### config.mk
export PLATFORM = sky130hd
export DESIGN_NAME = format_string_number_printer
export DESIGN_NICKNAME = d
export VERILOG_FILES = /design/src/sv/fsnp_pkg.sv /design/src/sv/fsnp_dabble.sv /design/src/sv/format_string_number_printer.sv
export SDC_FILE = /design/constraint.sdc
export NUM_CORES = 1
export LEC_CHECK = 0
export BUFFER_PORTS_ARGS = -buffer_cell sky130_fd_sc_hd__buf_2
export CAP_MARGIN = 0
export CORE_ASPECT_RATIO = 0.75
export CORE_MARGIN = 2
export CORE_UTILIZATION = 49
export CTS_CLUSTER_DIAMETER = 200
export CTS_CLUSTER_SIZE = 10
export DETAILED_ROUTE_END_ITERATION = 8
export HOLD_SLACK_MARGIN = 0.12
export PLACE_DENSITY = 0.75
export SYNTH_ARGS = -nofsm -noshare
export SYNTH_HDL_FRONTEND = slang
export SYNTH_SLANG_ARGS = --single-unit
### constraint.sdc
create_clock -name clk -period 2.7 [get_ports clk]
set_input_delay 0.405 -clock clk [delete_from_list [all_inputs] [get_ports clk]]
set_output_delay 0.405 -clock clk [all_outputs]
set_load 0.05 [all_outputs]
### src/sv/fsnp_pkg.sv
`default_nettype none

package fsnp_pkg;

	localparam int unsigned ArgW      = 32;
	localparam int unsigned CharW     = 8;
	localparam int unsigned DecDigits = 10;
	localparam int unsigned HexDigits = ArgW / 4;
	localparam int unsigned BcdW      = 4 * DecDigits;
	localparam int unsigned CntW      = $clog2(DecDigits + 1);

	localparam logic [CharW-1:0] CharPercent = 8'h25;
	localparam logic [CharW-1:0] CharD       = 8'h64;
	localparam logic [CharW-1:0] CharX       = 8'h78;
	localparam logic [CharW-1:0] CharMinus   = 8'h2d;
	localparam logic [CharW-1:0] CharZero    = 8'h30;
	localparam logic [CharW-1:0] CharLowA    = 8'h61;
	localparam logic [CharW-1:0] CharNewline = 8'h0a;

	function automatic logic [CharW-1:0] digit_char(input logic [3:0] d);
		logic [CharW-1:0] wide;
		wide = {4'b0000, d};
		if (d < 4'd10) begin
			return CharZero + wide;
		end
		return CharLowA + wide - 8'd10;
	endfunction

endpackage

`default_nettype wire

### src/sv/fsnp_dabble.sv
`default_nettype none

module fsnp_dabble (
	input  wire logic                          clk,
	input  wire logic                          arst_n,
	input  wire logic                          start,
	input  wire logic [fsnp_pkg::ArgW-1:0]     bin,
	output logic                               done,
	output logic [fsnp_pkg::BcdW-1:0]          bcd
);
	import fsnp_pkg::*;

	localparam int unsigned StepW = $clog2(ArgW);

	logic [ArgW-1:0]  bin_q;
	logic [BcdW-1:0]  bcd_q;
	logic [BcdW-1:0]  adj;
	logic [StepW-1:0] step_q;
	logic             busy_q;
	logic             done_q;

	// add 3 to every digit of 5 or more before the shift
	always_comb begin
		for (int i = 0; i < DecDigits; i++) begin
			adj[4*i +: 4] = (bcd_q[4*i +: 4] >= 4'd5) ? bcd_q[4*i +: 4] + 4'd3
			                                          : bcd_q[4*i +: 4];
		end
	end

	always_ff @(posedge clk or negedge arst_n) begin
		if (!arst_n) begin
			busy_q <= 1'b0;
			done_q <= 1'b0;
			step_q <= '0;
		end else begin
			done_q <= 1'b0;
			if (start) begin
				busy_q <= 1'b1;
				step_q <= '0;
			end else if (busy_q) begin
				step_q <= step_q + 1'b1;
				if (step_q == StepW'(ArgW - 1)) begin
					busy_q <= 1'b0;
					done_q <= 1'b1;
				end
			end
		end
	end

	always_ff @(posedge clk) begin
		if (start) begin
			bin_q <= bin;
			bcd_q <= '0;
		end else if (busy_q) begin
			bin_q <= {bin_q[ArgW-2:0], 1'b0};
			bcd_q <= {adj[BcdW-2:0], bin_q[ArgW-1]};
		end
	end

	assign done = done_q;
	assign bcd  = bcd_q;

endmodule

`default_nettype wire

### src/sv/format_string_number_printer.sv
// format string printer: one format character per input word, results are
// ascii characters, one per output word, run_end on the last one of an input.
// input channel in_valid/in_ready carries fmt_char, last_char, dec_value and
// hex_value; output channel out_valid/out_ready carries out_char and run_end.
// in_ready is high only while no input is being worked on, so one input is
// processed at a time; the output register lets the next input be taken while
// the final character still waits.
// a plain character or newline is loaded into the output register from the echo
// or newline state; a bare % that is not last leaves the block waiting for input.
// a %x walks the eight hex digits one per cycle while the output can take them,
// leading zeros skipped without output, then a trailing newline if last.
// a %d runs a bit-serial binary to bcd converter on the magnitude, then emits an
// optional sign and walks ten decimal digits, one per cycle while the output can
// take them, then a trailing newline if last.
// with a full output register and out_ready low, the block holds at its next character to emit.
// reset clears the pending directive, empties the output register and returns
// to waiting for input.
`default_nettype none

module format_string_number_printer (
	input  wire logic                          clk,
	input  wire logic                          arst_n,
	input  wire logic                          in_valid,
	output logic                               in_ready,
	input  wire logic [fsnp_pkg::CharW-1:0]    fmt_char,
	input  wire logic                          last_char,
	input  wire logic signed [fsnp_pkg::ArgW-1:0] dec_value,
	input  wire logic [fsnp_pkg::ArgW-1:0]     hex_value,
	output logic                               out_valid,
	input  wire logic                          out_ready,
	output logic [fsnp_pkg::CharW-1:0]         out_char,
	output logic                               run_end
);
	import fsnp_pkg::*;

	typedef enum logic [2:0] {
		S_IDLE,
		S_ECHO,
		S_CONV,
		S_SIGN,
		S_DIGIT,
		S_NL
	} state_t;

	state_t           state_q;
	logic             pending_q;
	logic             last_q;
	logic             neg_q;
	logic [CharW-1:0] char_q;
	logic [BcdW-1:0]  dig_q;
	logic [CntW-1:0]  cnt_q;
	logic             lead_q;
	logic             out_valid_q;
	logic [CharW-1:0] out_char_q;
	logic             run_end_q;

	logic             accept;
	logic             can_load;
	logic             conv_start;
	logic [ArgW-1:0]  dec_bits;
	logic [ArgW-1:0]  mag;
	logic             conv_done;
	logic [BcdW-1:0]  conv_bcd;
	logic [3:0]       top_dig;
	logic             last_dig;
	logic             skip_zero;
	logic             load_out;

	assign in_ready   = (state_q == S_IDLE);
	assign accept     = in_valid && in_ready;
	assign can_load   = !out_valid_q || out_ready;
	assign conv_start = accept && pending_q && (fmt_char == CharD);
	assign dec_bits   = $unsigned(dec_value);
	assign mag        = dec_bits[ArgW-1] ? (ArgW'(0) - dec_bits) : dec_bits;
	assign top_dig    = dig_q[BcdW-1 -: 4];
	assign last_dig   = (cnt_q == CntW'(1));
	assign skip_zero  = lead_q && (top_dig == 4'd0) && !last_dig;
	assign load_out   = can_load && ((state_q == S_ECHO) || (state_q == S_SIGN) ||
		(state_q == S_NL) || ((state_q == S_DIGIT) && !skip_zero));

	fsnp_dabble u_dabble (
		.clk    (clk),
		.arst_n (arst_n),
		.start  (conv_start),
		.bin    (mag),
		.done   (conv_done),
		.bcd    (conv_bcd)
	);

	always_ff @(posedge clk or negedge arst_n) begin
		if (!arst_n) begin
			state_q     <= S_IDLE;
			pending_q   <= 1'b0;
			out_valid_q <= 1'b0;
			last_q      <= 1'b0;
			neg_q       <= 1'b0;
			char_q      <= '0;
			dig_q       <= '0;
			cnt_q       <= '0;
			lead_q      <= 1'b0;
			out_char_q  <= '0;
			run_end_q   <= 1'b0;
		end else begin
			out_valid_q <= load_out || (out_valid_q && !out_ready);
			unique case (state_q)
				S_IDLE: begin
					if (accept) begin
						last_q <= last_char;
						if (pending_q) begin
							pending_q <= 1'b0;
							if (fmt_char == CharD) begin
								neg_q   <= dec_bits[ArgW-1];
								state_q <= S_CONV;
							end else if (fmt_char == CharX) begin
								dig_q   <= {hex_value, (BcdW - ArgW)'(0)};
								cnt_q   <= CntW'(HexDigits);
								lead_q  <= 1'b1;
								state_q <= S_DIGIT;
							end else begin
								state_q <= last_char ? S_NL : S_IDLE;
							end
						end else if (fmt_char == CharPercent) begin
							pending_q <= !last_char;
							state_q   <= last_char ? S_NL : S_IDLE;
						end else begin
							char_q  <= fmt_char;
							state_q <= S_ECHO;
						end
					end
				end
				S_ECHO: begin
					if (can_load) begin
						out_char_q  <= char_q;
						run_end_q   <= !last_q;
						state_q     <= last_q ? S_NL : S_IDLE;
					end
				end
				S_CONV: begin
					if (conv_done) begin
						dig_q   <= conv_bcd;
						cnt_q   <= CntW'(DecDigits);
						lead_q  <= 1'b1;
						state_q <= neg_q ? S_SIGN : S_DIGIT;
					end
				end
				S_SIGN: begin
					if (can_load) begin
						out_char_q  <= CharMinus;
						run_end_q   <= 1'b0;
						state_q     <= S_DIGIT;
					end
				end
				S_DIGIT: begin
					if (skip_zero) begin
						// leading zero, dropped
						dig_q <= {dig_q[BcdW-5:0], 4'd0};
						cnt_q <= cnt_q - 1'b1;
					end else if (can_load) begin
						out_char_q  <= digit_char(top_dig);
						run_end_q   <= last_dig && !last_q;
						dig_q       <= {dig_q[BcdW-5:0], 4'd0};
						cnt_q       <= cnt_q - 1'b1;
						lead_q      <= 1'b0;
						if (last_dig) begin
							state_q <= last_q ? S_NL : S_IDLE;
						end
					end
				end
				S_NL: begin
					if (can_load) begin
						out_char_q  <= CharNewline;
						run_end_q   <= 1'b1;
						state_q     <= S_IDLE;
					end
				end
				default: begin
					state_q <= S_IDLE;
				end
			endcase
		end
	end

	assign out_valid = out_valid_q;
	assign out_char  = out_char_q;
	assign run_end   = run_end_q;

`ifndef SYNTHESIS
	a_done_in_conv: assert property (@(posedge clk) disable iff (!arst_n)
		conv_done |-> (state_q == S_CONV))
		else $error("converter finished outside conversion");

	a_last_clears_pending: assert property (@(posedge clk) disable iff (!arst_n)
		(accept && last_char) |=> !pending_q)
		else $error("directive still pending after last character");

	a_digit_count: assert property (@(posedge clk) disable iff (!arst_n)
		(state_q == S_DIGIT) |-> (cnt_q != CntW'(0)))
		else $error("digit walk with no digits left");

	a_start_from_idle: assert property (@(posedge clk) disable iff (!arst_n)
		conv_start |=> (state_q == S_CONV))
		else $error("conversion started without entering conversion state");
`endif

endmodule

`default_nettype wire

==> results of run 1 <==
## cells by family after synthesis
kind of cell	count (synthesis)	synth area share, %
flip-flops	148	44.1
adder cells (fa/ha/maj)	27	4.07
AND/OR/NAND/NOR	275	16.1
XOR/XNOR	52	5.48
multiplexers	82	10.4
buffers and inverters	91	4.37
AO/OA/AOI/OAI	207	15.6
## placed cells by master, fill, tap and decap left out, types with 16 or more instances in the layout
master     Yosys  routed
buf_4          4      16
ha_1          27      27
mux2i_1       50      50
dfxtp_1       40      40
dfrtp_1       76      75
nand2_1      132     131
inv_1         47      47
buf_2          5      86
clkbuf_16      0      19
o21ai_0       41      41
edfxtp_1      32      32
a22oi_1       23      23
nor2_1        57      56
a21oi_1       47      47
xor2_1        39      39
mux2_1        28      28
o21ai_1       41      41
## worst max-delay path: cells and delay by family (launching register included)
| family | cells | cell delay [ps] |
|---|---|---|
| DFF | 1 | 370 |
| AOI/OAI and AO/OA | 2 | 580 |
| buffers and inverters | 2 | 310 |
| and+or+nand+nor | 1 | 440 |
| adders and majority gates | 1 | 140 |
| muxes | 1 | 350 |
## metrics by stage
| stage | hold WS [ps] | util [%] | std cells |
|---|---|---|---|
| CTS | 201 | 57.9 | 1194 |
| global placement | 449 | 54.3 | 1161 |
| global route | 208 | 57.9 | 1194 |
| finish | 219 | 57.9 | 1194 |
| detailed placement | 449 | 54.3 | 1161 |
| floorplan | 109 | - | 882 |
## routing by layer
layer / vias to the layer above / GRT usage (%) / wire (um)
li1: 3279 / - / -
met1: 3190 / 30.2 / 8680
met2: 196 / 33.9 / 8500
met3: 22 / 4.60 / 1130
met4: 0 / 5.93 / 212
met5: - / 0 / 0
## cells in the mapped netlist, drive strengths merged, types with 2 or more instances
master | instances | area, um2
mux2i | 50 | 500
mux2 | 32 | 360
o221ai | 2 | 17.5
nand3 | 14 | 82.6
nor2 | 57 | 214
nand3b | 3 | 22.5
nand2 | 132 | 495
clkbuf | 30 | 113
a21oi | 48 | 244
o22ai | 2 | 12.5
nor4 | 4 | 61.3
xor2 | 39 | 342
and2 | 2 | 12.5
nor3 | 14 | 75.1
ha | 27 | 338
o21ai | 82 | 410
dfrtp | 76 | 1900
and3 | 3 | 18.8
or3 | 4 | 26.3
or4 | 5 | 45.0
nand2b | 14 | 87.6
o41ai | 6 | 60.1
o31ai | 13 | 103
edfxtp | 32 | 961
a22oi | 23 | 173
nand4 | 3 | 18.8
o2bb2ai | 3 | 26.3
inv | 48 | 180
a22o | 3 | 26.3
nor3b | 5 | 42.5
a221oi | 10 | 87.6
nor2b | 8 | 50.1
nand4b | 2 | 32.5
buf | 13 | 70.1
dfxtp | 40 | 801
a211oi | 2 | 27.5
xnor2 | 13 | 114
a31oi | 3 | 18.8
## what timing repair did
action / 4_1_cts / 5_1_grt
buffers inserted: 0 / 0
hold buffers: 1 / 0
endpoints found under the hold margin: 44 / 0
## state kept, by name, summed over array words and instances, names as in the netlist
register and cells:
dig_q 40, u_dabble.bcd 40, u_dabble.bin_q 32, char_q 8, out_char 8, u_dabble.step_q 5, cnt_q 4, state_q 3
last_q 1, lead_q 1, neg_q 1, out_valid 1, pending_q 1, run_end 1, u_dabble.busy_q 1, u_dabble.done 1
## power groups by stage
| stage | logic (uW) | clock network (uW) | registers (uW) |
|---|---|---|---|
| 3_5_place_dp | 2000 | 0 | 3080 |
| 6_report | 2000 | 2360 | 3040 |
| 3_3_place_gp | 1940 | 0 | 3050 |
| 2_1_floorplan | 1260 | 0 | 3210 |
| 5_1_grt | 2220 | 2490 | 3100 |
| 4_1_cts | 2010 | 2390 | 3040 |
## worst paths after layout
kind	endpoint	slack, ps	cells after the start	startpoint
max	dig_q[6]$_DFFE_PN0P_	360	7	cnt_q[1]$_DFFE_PN0P_
min	char_q[7]$_DFFE_PN0P_	220	2	fmt_char[7]
max reg2reg	dig_q[6]$_DFFE_PN0P_	360	7	cnt_q[1]$_DFFE_PN0P_
min reg2reg	out_char[6]$_DFFE_PN0P_	480	2	out_char[6]$_DFFE_PN0P_
max in group asynchronous	dig_q[26]$_DFFE_PN0P_	1590	3	arst_n
min in group asynchronous	out_char[7]$_DFFE_PN0P_	530	2	arst_n
## final cells by class
cell class | instances | area (um2) | share of cell area (%)
flip-flops and latches | 148 | 3660 | 37.9
clock buffers | 21 | 483 | 4.99
multi-input cells | 643 | 4310 | 44.6
inverters | 48 | 180 | 1.86
well taps | 215 | 269 | 2.78
repair buffers | 108 | 661 | 6.83
clock inverters | 11 | 108 | 1.11
==> results.sh, run 1 <==
export IMPL_maxSlewViolCount=0
export IMPL_setup_slack_ps=364
export IMPL_dp_hpwl_mm=12.5
export IMPL_routabilityCongestion=0.810
export IMPL_grt_pass1_wl_mm=31.2
export IMPL_rsz0062_at_grt="false"
export IMPL_ir_worst_vdd_mv=0.448
export IMPL_cp_required_ps=2990
export IMPL_synthToLayoutAreaGrowth_pct=16.5
export IMPL_clock_fmax_ghz=0.428
export IMPL_status="finished, final reports clean"
export IMPL_avgViaCountPerCell=5.60
export IMPL_ctsResizeCount=0
export IMPL_cts_max_path_buffers=2
export IMPL_worst_path_max_fanout=39
export IMPL_cts_tree="built"
export IMPL_ys_flop_type="dfrtp_1"
export IMPL_leakagePower_uw=0.00418
export IMPL_antenna_cells=0
export IMPL_antenna_found_initial=0
export IMPL_grt_pass1_vias=6312
export IMPL_finalCritPeriodShare_pct=86.5
export IMPL_clock_latency_ps=430
export IMPL_worstMarginPinSlew_ps=1040
export IMPL_fill_cells=1419
export IMPL_synth_nets=986
export IMPL_drive_gt1_share_pct=16.5
export IMPL_drt_pass1_iterations=7
export IMPL_syn_area_per_cell_um2=9.42
export IMPL_die_w_um=154
export IMPL_die_area_um2=18000
export IMPL_wire_per_inst_um=15.5
export IMPL_ys_ff_latch=148
export IMPL_setup_tns_ps=0
export IMPL_fin_area_um2=9680
export IMPL_die_y_um=117
export IMPL_skew_ps=12.4
export IMPL_combPwrFrac_pct=27.0
export IMPL_grt_ovfl_total=0
export IMPL_p_total_uw=7410
export IMPL_grt_use_total_pct=21.5
export IMPL_row_count=41
export IMPL_port_buffers=87
export IMPL_pre_cts_slack_ps=403
export IMPL_vias=6687
export IMPL_yosysUniqueCellTypes=70
export IMPL_crit_chain="inv_1 > ha_1 > or3b_1 > a21oi_1 > a21oi_4 > buf_12 > mux2_1"
export IMPL_cts_root_buf="clkbuf_16"
export IMPL_cp_start_kind="flip-flop"
export IMPL_swShare_pct=33.8
export IMPL_clockPowerShare_pct=31.9
export IMPL_critPathArrivalTime_ps=2630
export IMPL_critPathCaptureType="flip-flop"
export IMPL_dr_first_iter_drc_count=464
export IMPL_relSlewSlack_pct=30.1
export IMPL_p_seq_share_pct=41.1
export IMPL_hp_class="in2reg"
export IMPL_crit_type="reg2reg"
export IMPL_syn_area_um2=8310
export IMPL_cp_slowest_cell="a21oi_1"
export IMPL_coreArea_um2=16700
export IMPL_p_int_uw=4910
export IMPL_cts_sinks=148
export IMPL_drc=0
export IMPL_final_hold_viol_count=0
export IMPL_min_period_ps=2340
export IMPL_postRouteAntennaNets=0
export IMPL_grt_max_degree=48
export IMPL_synthArstFlopShare_pct=51.4
export IMPL_finalSetupViolations=0
export IMPL_powerDensity_nw_per_um2=765
export IMPL_ys_seq_area_share_pct=44.1
export IMPL_start_util_pct=49.7
export IMPL_synth_warnings=0
export IMPL_synth_edf_count=32
export IMPL_h_tree_depth=4
export IMPL_slowest_delay_ps=460
export IMPL_drv_cap=0
export IMPL_synthCells=882
export IMPL_clk_pin_slew_worst_paths_ps=60
export IMPL_pin_count=88
export IMPL_p_sw_uw=2500
export IMPL_cts_buffers=17
export IMPL_wirelength_mm=18.5
export IMPL_fin_nets=1070
export IMPL_placed_area_um2=9080
No activity file was read; power rests on OpenSTA's default activity.
==> run 2: changes to the inputs <==
--- a/config.mk
+++ b/config.mk
@@ -7,7 +7,7 @@
 export LEC_CHECK = 0
 export BUFFER_PORTS_ARGS = -buffer_cell sky130_fd_sc_hd__buf_2
 export CAP_MARGIN = 0
-export CORE_ASPECT_RATIO = 0.75
+export CORE_ASPECT_RATIO = 1.1
 export CORE_MARGIN = 2
 export CORE_UTILIZATION = 49
 export CTS_CLUSTER_DIAMETER = 200
==> run 2 against run 1 <==
Compared with the run above:
- non-clock buffer count fell by 1
- worst setup slack improved by 23 ps
- critical path depth did not move
- largest cell class unchanged
- via count fell by 0.60%
==> results.sh, run 2 (synthesized netlist as in run 1, its figures left out) <==
export IMPL_grt_use_total_pct=20.8
export IMPL_powerDensity_nw_per_um2=774
export IMPL_cp_slowest_cell="or3b_1"
export IMPL_top_usage_layer="met2"
export IMPL_crit_type="reg2reg"
export IMPL_pin_count=88
export IMPL_multiInputGateArea_um2=4310
export IMPL_setup_tns_ps=0
export IMPL_grt_ovfl_total=0
export IMPL_crit_family="compound AO/OA/AOI/OAI gates"
export IMPL_cp_start_kind="flip-flop"
export IMPL_relSlewSlack_pct=27.1
export IMPL_die_area_um2=18000
export IMPL_avgViaCountPerCell=5.63
export IMPL_pre_cts_slack_ps=316
export IMPL_clock_latency_ps=430
export IMPL_clock_fmax_ghz=0.432
export IMPL_cts_root_buf="clkbuf_16"
export IMPL_worstMarginPinSlew_ps=1090
export IMPL_fin_nets=1069
export IMPL_grt_pass1_wl_mm=30.3
export IMPL_finalCritPeriodShare_pct=85.7
export IMPL_drv_cap=0
export IMPL_port_buffers=87
export IMPL_met1_usage_pct=25.7
export IMPL_dr_first_iter_drc_count=335
export IMPL_met3_usage_pct=4.13
export IMPL_start_util_pct=50.4
export IMPL_fill_cells=1425
export IMPL_hp_class="in2reg"
export IMPL_ctsResizeCount=0
export IMPL_routabilityCongestion=0.822
export IMPL_cts_buffers=17
export IMPL_skew_ps=11.9
export IMPL_coreArea_um2=16500
export IMPL_antenna_found_initial=0
export IMPL_cp_required_ps=3000
export IMPL_met2_usage_pct=36.4
export IMPL_cts_tree="built"
export IMPL_worst_path_max_fanout=9
export IMPL_cts_sinks=148
export IMPL_postRouteAntennaNets=0
export IMPL_final_hold_viol_count=0
export IMPL_drt_pass1_iterations=5
export IMPL_wire_per_inst_um=15.2
export IMPL_grt_pass1_vias=6514
export IMPL_startpoint="cnt_q[1]$_DFFE_PN0P_"
export IMPL_path_buf_inv=2
export IMPL_setup_slack_ps=387
export IMPL_finalSetupViolations=0
export IMPL_drc=0
export IMPL_synthToLayoutAreaGrowth_pct=16.5
export IMPL_critPathArrivalTime_ps=2610
export IMPL_maxSlewViolCount=0
export IMPL_min_period_ps=2310
export IMPL_crit_chain="inv_1 > ha_1 > or3b_1 > a21oi_1 > a21oi_4 > buf_4 > mux2_1"
export IMPL_ir_worst_vdd_mv=0.448
export IMPL_h_tree_depth=4
export IMPL_critPathCaptureType="flip-flop"
export IMPL_vias=6647
export IMPL_reg2reg_from="cnt_q[1]$_DFFE_PN0P_"
export IMPL_clk_pin_slew_worst_paths_ps=60
export IMPL_final_cell_mix="131 x nand2_1, 86 x buf_2, 75 x dfrtp_1"
export IMPL_worstHoldStart="fmt_char[1]"
export IMPL_rsz0062_at_grt="false"
export IMPL_status="finished, final reports clean"
export IMPL_die_w_um=128
export IMPL_layout_commonest_cell="nand2_1"
export IMPL_antenna_cells=0
export IMPL_cts_max_path_buffers=2
export IMPL_slowest_delay_ps=430
export IMPL_die_y_um=141
export IMPL_grt_max_degree=48
export IMPL_wirelength_mm=18.0
export IMPL_row_count=49
export IMPL_register_area_um2=3660
export IMPL_leakagePower_uw=0.00419
export IMPL_drive_gt1_share_pct=16.3
export IMPL_dp_hpwl_mm=12.3
[run 2: cell types whose count changed in the layout (fill, tap and decap cells not counted), sizes merged]
cell and delta:
inv -6, bufinv +2, clkbuf +2, clkinv +2, buf -1, clkinvlp -1
[run 2: final cells by class]
type                       instances  area share [%]
clock buffer                      23            5.06
sequential                       148            37.9
timing repair buffer             107            6.75
clock inverter                     8            1.27
tap                              204            2.64
inverter                          48            1.86
multi-input combinational        643            44.6
[run 2: timing repair]
action / in CTS / in global routing
endpoints found under the hold margin: 38 / 0
hold buffers: 1 / 0
buffers inserted: 0 / 0
[run 2: path summary, 6_finish.rpt]
path / to / slack (ps) / depth (start not counted)
worst max-delay path: dig_q[31]$_DFFE_PN0P_ / 390 / 7
worst min-delay path: char_q[1]$_DFFE_PN0P_ / 220 / 2
worst max register to register: dig_q[31]$_DFFE_PN0P_ / 390 / 7
worst min register to register: u_dabble.bcd[39]$_SDFFE_PP0P_ / 470 / 2
max in group asynchronous: u_dabble.busy_q$_DFF_PN0_ / 1550 / 3
min in group asynchronous: char_q[5]$_DFFE_PN0P_ / 540 / 2
[run 2: routing by layer]
metal	wire, um	up-vias
met3	609	27
met1	7990	3217
met2	9130	122
met5	0	-
met4	274	0
li1	-	3281
[run 2: per-stage QoR]
stage	hold WS, ps	utilization (%)	total power, uW	cell area [um2]	cells
floorplan	109	-	4470	8320	882
global placement	425	54.9	5010	9050	1149
detailed placement	430	54.9	5070	9050	1149
CTS	200	58.7	7530	9680	1181
global route	222	58.7	7890	9680	1181
finish	216	58.7	7490	9680	1181
[run 2: report_power, final]
part           leakage [uW]  switching (uW)  total [uW]  internal (uW)
Sequential          0.00156             296        3030           2740
Combinational       0.00232            1220        2010            782
Clock              0.000303             900        2450           1550
[run 2: worst reg2reg max path: cells and delay by family (launching register included)]
| family | cells | cell delay (ps) |
|---|---|---|
| mux | 1 | 330 |
| fa+ha+maj | 1 | 150 |
| simple gates | 1 | 430 |
| compound gates | 2 | 580 |
| flops | 1 | 370 |
| buf+inv | 2 | 330 |
==> run 3: changes to the inputs <==
==> constraint.sdc (replaced) <==
create_clock -name clk -period 2.65 [get_ports clk]
set_input_delay 0.3975 -clock clk [delete_from_list [all_inputs] [get_ports clk]]
set_output_delay 0.3975 -clock clk [all_outputs]
set_load 0.05 [all_outputs]
==> run 3 against run 2 <==
Compared with the run above:
- critical path depth is the same
- cell area about the same
- maximum frequency grew 3.3%
- first-iteration DRC count rose by 16%
- sequential power is 2% higher
- clock skew decreased by 3.6 ps
- routed wire length down 0.46%
- worst setup slack improved by 24 ps
- combinational power is essentially flat
- critical endpoint is now dig_q[4]$_DFFE_PN0P_
- largest power group unchanged
==> results.sh, run 3 (synthesized netlist as in run 1, its figures left out) <==
export IMPL_status="finished, final reports clean"
export IMPL_critPathArrivalTime_ps=2540
export IMPL_cts_tree="built"
export IMPL_drive_gt1_share_pct=16.3
export IMPL_dr_first_iter_drc_count=389
export IMPL_relSlewSlack_pct=30.6
export IMPL_layout_commonest_cell="nand2_1"
export IMPL_drt_pass1_iterations=5
export IMPL_die_w_um=128
export IMPL_synthToLayoutAreaGrowth_pct=16.4
export IMPL_rrSetupSlack_ps=410
export IMPL_hold_ws_ps=212
export IMPL_vias=6655
export IMPL_postCtsSetupBuffers=0
export IMPL_clock_latency_ps=420
export IMPL_grt_ovfl_total=0
export IMPL_cp_depth=7
export IMPL_wire_per_inst_um=15.2
export IMPL_setup_tns_ps=0
export IMPL_place_inst=1148
export IMPL_cts_sinks=148
export IMPL_grt_max_degree=48
export IMPL_coreArea_um2=16500
export IMPL_worstMarginPinSlew_ps=1040
export IMPL_cts_max_path_buffers=2
export IMPL_wirelength_mm=17.9
export IMPL_holdBufCountCts=1
export IMPL_fin_area_um2=9670
export IMPL_cts_root_buf="clkbuf_16"
export IMPL_whs_path_depth=2
export IMPL_final_cell_mix="131 x nand2_1, 86 x buf_2, 75 x dfrtp_1"
export IMPL_grt_use_total_pct=20.8
export IMPL_leakagePower_uw=0.00418
export IMPL_critPathCaptureType="flip-flop"
export IMPL_maxSlewViolCount=0
export IMPL_fill_cells=1400
export IMPL_cp_start_kind="flip-flop"
export IMPL_drc=0
export IMPL_cts_buffers=17
export IMPL_skew_ps=8.21
export IMPL_ctsResizeCount=0
export IMPL_start_util_pct=50.4
export IMPL_cp_required_ps=2950
export IMPL_avgViaCountPerCell=5.64
export IMPL_antenna_found_initial=0
export IMPL_grt_pass1_wl_mm=30.4
export IMPL_drv_cap=0
export IMPL_fin_nets=1068
export IMPL_powerDensity_nw_per_um2=794
export IMPL_min_period_ps=2240
export IMPL_rsz0062_at_grt="false"
export IMPL_crit_chain="inv_1 > ha_1 > or3b_1 > a21oi_1 > a21oi_4 > buf_4 > mux2_1"
export IMPL_die_y_um=141
export IMPL_grt_pass1_vias=6599
export IMPL_worst_path_max_fanout=14
export IMPL_clock_fmax_ghz=0.447
export IMPL_antenna_cells=0
export IMPL_fin_util_pct=58.7
export IMPL_pin_count=88
export IMPL_stdcell_count=1181
export IMPL_cp_slowest_cell="or3b_1"
export IMPL_clk_pin_slew_worst_paths_ps=60
export IMPL_final_hold_viol_count=0
export IMPL_slowest_delay_ps=440
export IMPL_placed_area_um2=9030
export IMPL_die_area_um2=18000
export IMPL_dp_hpwl_mm=12.0
export IMPL_crit_type="reg2reg"
export IMPL_path_buf_inv=2
export IMPL_row_count=49
export IMPL_routabilityCongestion=0.812
export IMPL_finalCritPeriodShare_pct=84.5
export IMPL_postRouteAntennaNets=0
export IMPL_reg2regPathDepth=7
export IMPL_finalSetupViolations=0
export IMPL_crit_family="compound AO/OA/AOI/OAI gates"
export IMPL_hp_class="in2reg"
export IMPL_port_buffers=87
export IMPL_ir_worst_vdd_mv=0.529
export IMPL_h_tree_depth=4
-- run 3: stage by stage --
step	power [uW]	setup WS (ps)
after floorplan	4550	133
after global placement	5100	360
after detailed placement	5160	347
after CTS	7720	392
after global routing	8110	167
final	7680	411
-- run 3: final cells by class --
class                           count  area, um2  area share (%)
Multi-Input combinational cell    643       4310            44.6
Sequential cell                   148       3660            37.9
Timing Repair Buffer              106        633            6.54
Clock buffer                       23        478            4.94
Tap cell                          204        255            2.64
Inverter                           48        180            1.86
Clock inverter                      9        151            1.56
-- run 3: power breakdown --
part | switching, uW | total, uW | internal [uW] | leakage, uW
Sequential | 305 | 3090 | 2790 | 0.00156
Combinational | 1230 | 2030 | 795 | 0.00231
Clock | 912 | 2560 | 1650 | 0.000307
Total | 2450 | 7680 | 5230 | 0.00418
-- run 3: worst reg2reg max path: stages (launching register included) --
cell	delay, ps
dfrtp_1	370
inv_1	90
ha_1	140
or3b_1	440
a21oi_1	400
a21oi_4	130
buf_4	220
mux2_1	330
-- run 3: metal layers --
metal	vias to the layer above	global-route usage (%)	part of all wire (%)
li1	3275	-	-
met1	3226	25.3	43
met2	128	36.5	51
met3	26	4.28	3.6
met4	0	7.58	1.8
met5	-	0	0
-- run 3: path summary, 6_finish.rpt --
kind / start / endpoint
worst min-delay path: fmt_char[7] / char_q[7]$_DFFE_PN0P_
worst min register to register: out_char[4]$_DFFE_PN0P_ / out_char[4]$_DFFE_PN0P_
worst max register to register: cnt_q[1]$_DFFE_PN0P_ / dig_q[4]$_DFFE_PN0P_
min in group asynchronous: arst_n / u_dabble.step_q[1]$_DFFE_PN0P_
max in group asynchronous: arst_n / dig_q[25]$_DFFE_PN0P_
worst max-delay path: cnt_q[1]$_DFFE_PN0P_ / dig_q[4]$_DFFE_PN0P_
